==> src/hdl/icmpchk_pkg.sv <==
`default_nettype none

package icmpchk_pkg;

  localparam int unsigned PosW = 17;

  localparam logic [PosW-1:0] POS_MAX        = '1;
  localparam logic [PosW-1:0] POS_ETYPE_HI   = 17'd12;
  localparam logic [PosW-1:0] POS_ETYPE_LO   = 17'd13;
  localparam logic [PosW-1:0] POS_IPLEN_HI   = 17'd16;
  localparam logic [PosW-1:0] POS_IPLEN_LO   = 17'd17;
  localparam logic [PosW-1:0] POS_ICMP_TYPE  = 17'd34;
  localparam logic [PosW-1:0] POS_ID_HI      = 17'd38;
  localparam logic [PosW-1:0] POS_ID_LO      = 17'd39;
  localparam logic [PosW-1:0] POS_SEQ_HI     = 17'd40;
  localparam logic [PosW-1:0] POS_SEQ_LO     = 17'd41;

  localparam logic [PosW-1:0] ICMP_START     = 17'd34;
  localparam logic [PosW-1:0] MIN_FRAME      = 17'd42;
  localparam logic [15:0]     ETHERTYPE_IPV4 = 16'h0800;
  localparam logic [15:0]     IP_HDR_BYTES   = 16'd20;
  localparam logic [7:0]      ECHO_REQ_TYPE  = 8'd8;
  localparam logic [15:0]     SUM_GOOD       = 16'hFFFF;

  typedef enum logic [2:0] {
    STATUS_OK        = 3'd0,
    STATUS_SHORT     = 3'd1,
    STATUS_ETHERTYPE = 3'd2,
    STATUS_NOT_ECHO  = 3'd3,
    STATUS_LENGTH    = 3'd4,
    STATUS_CHECKSUM  = 3'd5
  } status_e;

  typedef struct packed {
    status_e     status;
    logic [15:0] identifier;
    logic [15:0] sequence_res;
  } result_t;

endpackage

`default_nettype wire

==> src/hdl/icmpchk_parse.sv <==
`default_nettype none

module icmpchk_parse
  import icmpchk_pkg::*;
(
  input  wire logic       clk_i,
  input  wire logic       rst_ni,
  input  wire logic       step_i,
  input  wire logic [7:0] data_byte_i,
  input  wire logic       last_byte_i,
  output result_t         result_o
);

  logic [PosW-1:0] pos_q, pos_d;
  logic [15:0]     etype_q, etype_d;
  logic [15:0]     ip_len_q, ip_len_d;
  logic [7:0]      msg_type_q, msg_type_d;
  logic [15:0]     echo_id_q, echo_id_d;
  logic [15:0]     echo_seq_q, echo_seq_d;
  logic [15:0]     sum_q, sum_d;
  logic [7:0]      held_q, held_d;

  logic [15:0]     icmp_span;
  logic [PosW-1:0] icmp_off;
  logic            in_icmp;
  logic [15:0]     addend;
  logic [16:0]     raw_sum;
  logic            len_bad;
  status_e         status;

  always_comb begin
    etype_d    = etype_q;
    ip_len_d   = ip_len_q;
    msg_type_d = msg_type_q;
    echo_id_d  = echo_id_q;
    echo_seq_d = echo_seq_q;
    unique case (pos_q)
      POS_ETYPE_HI:  etype_d[15:8]    = data_byte_i;
      POS_ETYPE_LO:  etype_d[7:0]     = data_byte_i;
      POS_IPLEN_HI:  ip_len_d[15:8]   = data_byte_i;
      POS_IPLEN_LO:  ip_len_d[7:0]    = data_byte_i;
      POS_ICMP_TYPE: msg_type_d       = data_byte_i;
      POS_ID_HI:     echo_id_d[15:8]  = data_byte_i;
      POS_ID_LO:     echo_id_d[7:0]   = data_byte_i;
      POS_SEQ_HI:    echo_seq_d[15:8] = data_byte_i;
      POS_SEQ_LO:    echo_seq_d[7:0]  = data_byte_i;
      default: ;
    endcase
  end

  // The ICMP part covers total length minus the IPv4 header.
  assign icmp_span = (ip_len_d >= IP_HDR_BYTES) ? (ip_len_d - IP_HDR_BYTES) : 16'd0;
  assign icmp_off  = pos_q - ICMP_START;
  assign in_icmp   = (pos_q >= ICMP_START) && (icmp_off < {1'b0, icmp_span});

  // An odd final ICMP byte is added at once with a zero low byte, so the
  // verdict needs only the running sum.
  always_comb begin
    held_d = held_q;
    addend = '0;
    if (in_icmp) begin
      if (!icmp_off[0]) begin
        held_d = data_byte_i;
        if ((icmp_off + 17'd1) == {1'b0, icmp_span}) begin
          addend = {data_byte_i, 8'h00};
        end
      end else begin
        addend = {held_q, data_byte_i};
      end
    end
  end

  assign raw_sum = {1'b0, sum_q} + {1'b0, addend};
  assign sum_d   = raw_sum[15:0] + {15'd0, raw_sum[16]};

  assign len_bad = (ip_len_d < IP_HDR_BYTES) ||
                   (({2'b00, icmp_span} + 18'd33) > {1'b0, pos_q});

  always_comb begin
    if (pos_q < (MIN_FRAME - 17'd1)) begin
      status = STATUS_SHORT;
    end else if (etype_d != ETHERTYPE_IPV4) begin
      status = STATUS_ETHERTYPE;
    end else if (msg_type_d != ECHO_REQ_TYPE) begin
      status = STATUS_NOT_ECHO;
    end else if (len_bad) begin
      status = STATUS_LENGTH;
    end else if (sum_d != SUM_GOOD) begin
      status = STATUS_CHECKSUM;
    end else begin
      status = STATUS_OK;
    end
  end

  always_comb begin
    result_o.status       = status;
    result_o.identifier   = (status == STATUS_OK) ? echo_id_d : 16'd0;
    result_o.sequence_res = (status == STATUS_OK) ? echo_seq_d : 16'd0;
  end

  assign pos_d = (pos_q == POS_MAX) ? pos_q : (pos_q + 17'd1);

  always_ff @(posedge clk_i or negedge rst_ni) begin
    if (!rst_ni) begin
      pos_q      <= '0;
      etype_q    <= '0;
      ip_len_q   <= '0;
      msg_type_q <= '0;
      echo_id_q  <= '0;
      echo_seq_q <= '0;
      sum_q      <= '0;
      held_q     <= '0;
    end else if (step_i) begin
      if (last_byte_i) begin
        pos_q      <= '0;
        etype_q    <= '0;
        ip_len_q   <= '0;
        msg_type_q <= '0;
        echo_id_q  <= '0;
        echo_seq_q <= '0;
        sum_q      <= '0;
        held_q     <= '0;
      end else begin
        pos_q      <= pos_d;
        etype_q    <= etype_d;
        ip_len_q   <= ip_len_d;
        msg_type_q <= msg_type_d;
        echo_id_q  <= echo_id_d;
        echo_seq_q <= echo_seq_d;
        sum_q      <= sum_d;
        held_q     <= held_d;
      end
    end
  end

endmodule

`default_nettype wire

==> config.mk <==
export PLATFORM = sky130hd
export DESIGN_NAME = icmpchk_parse
export DESIGN_NICKNAME = d
export VERILOG_FILES = /design/src/hdl/icmpchk_pkg.sv /design/src/hdl/icmpchk_parse.sv
export SDC_FILE = /design/constraint.sdc
export NUM_CORES = 1
export LEC_CHECK = 0
export BUFFER_PORTS_ARGS = -buffer_cell sky130_fd_sc_hd__buf_2
export CORE_ASPECT_RATIO = 0.5
export CORE_MARGIN = 3
export CORE_UTILIZATION = 30
export DETAILED_ROUTE_END_ITERATION = 10
export PLACE_DENSITY = 0.54
export SLEW_MARGIN = 20
export SYNTH_ARGS = -nofsm -noshare
export SYNTH_HDL_FRONTEND = slang
export SYNTH_SLANG_ARGS = --single-unit
==> constraint.sdc <==
create_clock -name clk_i -period 11.3 [get_ports clk_i]
set_clock_uncertainty 0.15 [all_clocks]
set_input_delay 0 -clock clk_i [delete_from_list [all_inputs] [get_ports clk_i]]
set_output_delay 0 -clock clk_i [all_outputs]
set_load 0.02 [all_outputs]
==> impl_metrics.ini <==
[placement]
port_buffers = 46
dp_worst_setup_slack_ns = 0.489
place_congestion = 0.911
dpl_cell_area_um2 = 10500
hpwl_um = 25300

[global_routing]
grt_pass1_vias = 9156
grt_use_total = 0.190
overflow = 0
grt_max_degree = 73
grt_first_pass_wirelength_um = 52900
antenna_found_initial = 0

[hold_path]
hold_class = primary input to register
hold_depth = 3
hp-start = last_byte_i
hold_end = echo_id_q[1]$_DFFE_PN0P_

[final_layout]
area_growth_pct = 14.7
diodes = 0
nets = 1385
drive_gt1_frac = 0.116
final_area_um2 = 11400
fin_util = 0.355

[power_and_ir_drop]
ir_worst_vdd_v = 0.0000773
clockPowerShare = 0.465
power.net_switching_w = 0.000364
p_int_w = 0.000856
comb_power_share = 0.177
p_seq_frac = 0.357
powerDensity_nw_per_um2 = 107
p_sw_frac = 0.298
p_leak_nw = 4.79

[sta]
drv_slew = 0
hold_viol_final = 0
min_period_ns = 10.56
worstMarginPinSlew_ns = 0.991
grt_setup_unrepaired = false
setup_violations = 0
worst_slack_ns = 0.744
max-slew-margin-rel = 0.334
holdWs_ns = 0.0313
fmax_mhz = 94.7
finalSetupTns_ns = 0
period_share = 0.934

[setup_path]
r2r_start = pos_q[1]$_DFFE_PN0P_
r2r-end = sum_q[15]$_DFFE_PN0P_
critical_path_arrival_ns = 10.41
critPathSlowestCell = or4b_4
critPathLaunchType = register
cp_max_fo = 33
reg2regPathDepth = 45
required_ns = 11.15
reg2reg_slack_ns = 1.64
slowest_delay_ns = 0.54
cp-end-kind = output pin
crit_type = register to output pin

[status]
status = complete, no violations

[routing]
ant_nets = 0
routed_via_density = 5.56
drt-initial-drc-count = 918
wl_per_cell_um = 19.9
drtPass1Iterations = 5
drc = 0
vias = 9753
totalWireLength_um = 34900

[logic_synthesis]
synth_area_per_cell_um2 = 7.78
yosysUniqueCellTypes = 82
synth_area_um2 = 9980
synth_flop_cell = dfrtp_1
ys_seq_area_frac = 0.283
synth-edff-count = 0
ys_ff_latch = 113
syn_inst = 1284
yosysWarningCount = 0
async_reset_ff_frac = 1.00
synth_nets = 1359

[clocking]
root_buffer = clkbuf_16
insertion_delay_ns = 0.43
clockBufferDepth = 2
cts_buffers = 17
h-tree-depth = 4
tritoncts = yes
path_clk_slew_ns = 0.06
clock-sinks = 113

[floorplan]
die_x_um = 264
rows = 46
die_height_um = 135
pin_count = 47
core_um2 = 32200
initial_core_util = 0.310
dieArea_um2 = 35600

[run]
cap_violations = 0
-- worst max path at each step --
stage                               from      endpoint  slack (ns)  cells past startpoint
floorplan           pos_q[1]$_DFFE_PN0P_   result_o[0]        1.72                     44
global placement    pos_q[1]$_DFFE_PN0P_   result_o[1]        0.87                     45
detailed placement  pos_q[1]$_DFFE_PN0P_   result_o[4]        0.49                     46
CTS                 pos_q[1]$_DFFE_PN0P_   result_o[4]        0.09                     47
global route        pos_q[1]$_DFFE_PN0P_   result_o[3]        0.06                     45
finish              pos_q[1]$_DFFE_PN0P_  result_o[34]        0.74                     47
-- metrics by stage --
stage / std cells / total power (W)
after floorplan: 1284 / 0.000583
after global placement: 1702 / 0.000647
after detailed placement: 1702 / 0.000649
after CTS: 1747 / 0.00123
after global routing: 1755 / 0.00127
final: 1755 / 0.00122
-- critical path, delay by kind of cell, from the launching register on --
| kind | cells | cell delay [ns] |
|---|---|---|
| buf+inv | 6 | 1.24 |
| xor+xnor | 1 | 0.37 |
| compound gates | 15 | 2.72 |
| simple gates | 19 | 3.54 |
| fa+ha+maj | 6 | 1.59 |
| flops | 1 | 0.47 |
-- sequential cells by signal (all words and copies together), names as in the netlist --
| signal | cells |
|---|---|
| held_q | 8 |
| pos_q | 17 |
| ip_len_q | 16 |
| sum_q | 16 |
| etype_q | 16 |
| msg_type_q | 8 |
| echo_seq_q | 16 |
| echo_id_q | 16 |
-- power groups by stage --
stage / clock, W / sequential (W) / combinational, W
finish: 0.000568 / 0.000435 / 0.000216
global route: 0.000598 / 0.000438 / 0.000238
CTS: 0.000577 / 0.000435 / 0.000213
detailed placement: 0 / 0.000442 / 0.000207
global placement: 0 / 0.000442 / 0.000205
floorplan: 0 / 0.000439 / 0.000144
-- placed cells by master (no fill, tap or decap), drive strengths merged, types with 4 or more instances in the layout --
cell,n
o22ai,50
buf,64
nor3,70
or2,4
a21o,18
nor4,18
xnor2,70
nand4,26
mux2,6
inv,95
nand2,131
mux2i,11
o211ai,8
o21ai,99
xor2,24
clkbuf,20
clkinv,9
ha,62
a21oi,108
dlygate4sd3,12
and2,17
o41ai,5
nand2b,9
nor2,102
nand4b,6
dfrtp,113
and3,14
or3,11
a211oi,12
a31oi,18
nor2b,14
a21boi,6
nor3b,5
nand3,26
a22oi,4
o21a,10
-- kinds of logic (layout without fill, tap and decap cells) --
| family | Yosys count | after routing | share of synthesized area |
|---|---|---|---|
| buffers and inverters | 167 | 205 | 0.0665 |
| and+or+nand+nor | 465 | 466 | 0.239 |
| xor gates and xnor gates | 95 | 95 | 0.0856 |
| adders and majority gates | 63 | 63 | 0.0797 |
| muxes | 17 | 17 | 0.0185 |
| DFF | 113 | 113 | 0.283 |
| AOI/OAI and AO/OA | 364 | 364 | 0.227 |
-- cell usage after synthesis, types with 4 or more instances --
cell type  instances  area share
nand2_1          130       0.049
dfrtp_1          113        0.28
a21oi_1          104       0.052
nor2_1           101       0.038
inv_1             95       0.036
o21ai_0           84       0.042
xnor2_1           69       0.061
nor3_1            67       0.034
ha_1              62       0.078
clkbuf_1          54       0.020
o22ai_1           49       0.031
nand3_1           26       0.013
xor2_1            24       0.021
nand4_1           23       0.014
a21o_1            18       0.014
a31oi_1           18       0.011
and2_1            17       0.011
and3_1            14      0.0088
nor2b_1           14      0.0088
nor4_1            14      0.0088
o21ai_1           13      0.0065
buf_2             12      0.0060
a211oi_1          11      0.0083
or3_1             11      0.0069
mux2i_1           10       0.010
o21a_1            10      0.0075
nand2b_1           8      0.0050
o211ai_1           8      0.0060
a21boi_0           6      0.0045
nand4b_1           6      0.0053
mux2_2             5      0.0056
nor3b_1            5      0.0038
a21oi_2            4      0.0035
o41ai_1            4      0.0035
or2_2              4      0.0025
-- metal layers --
layer	vias up	global-route usage	routed length, um
met4	0	0.0486	614
li1	4646	-	-
met3	53	0.0437	2860
met5	-	0	0
met1	4718	0.269	16200
met2	336	0.291	15200
-- repair_timing --
item / CTS / global route
hold buffers: 13 / 0
resized for setup: 1 / 21
pin swaps: 0 / 8
setup endpoints to repair: 2 / 34
cloned: 0 / 1
buffers inserted: 0 / 7
hold endpoints to repair: 63 / 0
-- area by class of cell --
cell class	instances	area (um2)
multi-input cells	1005	6600
well taps	432	541
inverters	97	364
fillers	3408	20800
flip-flops and latches	113	2830
clock buffers	20	457
clock inverters	12	159
repair buffers	76	500
Power figures use the tool's default switching activity.
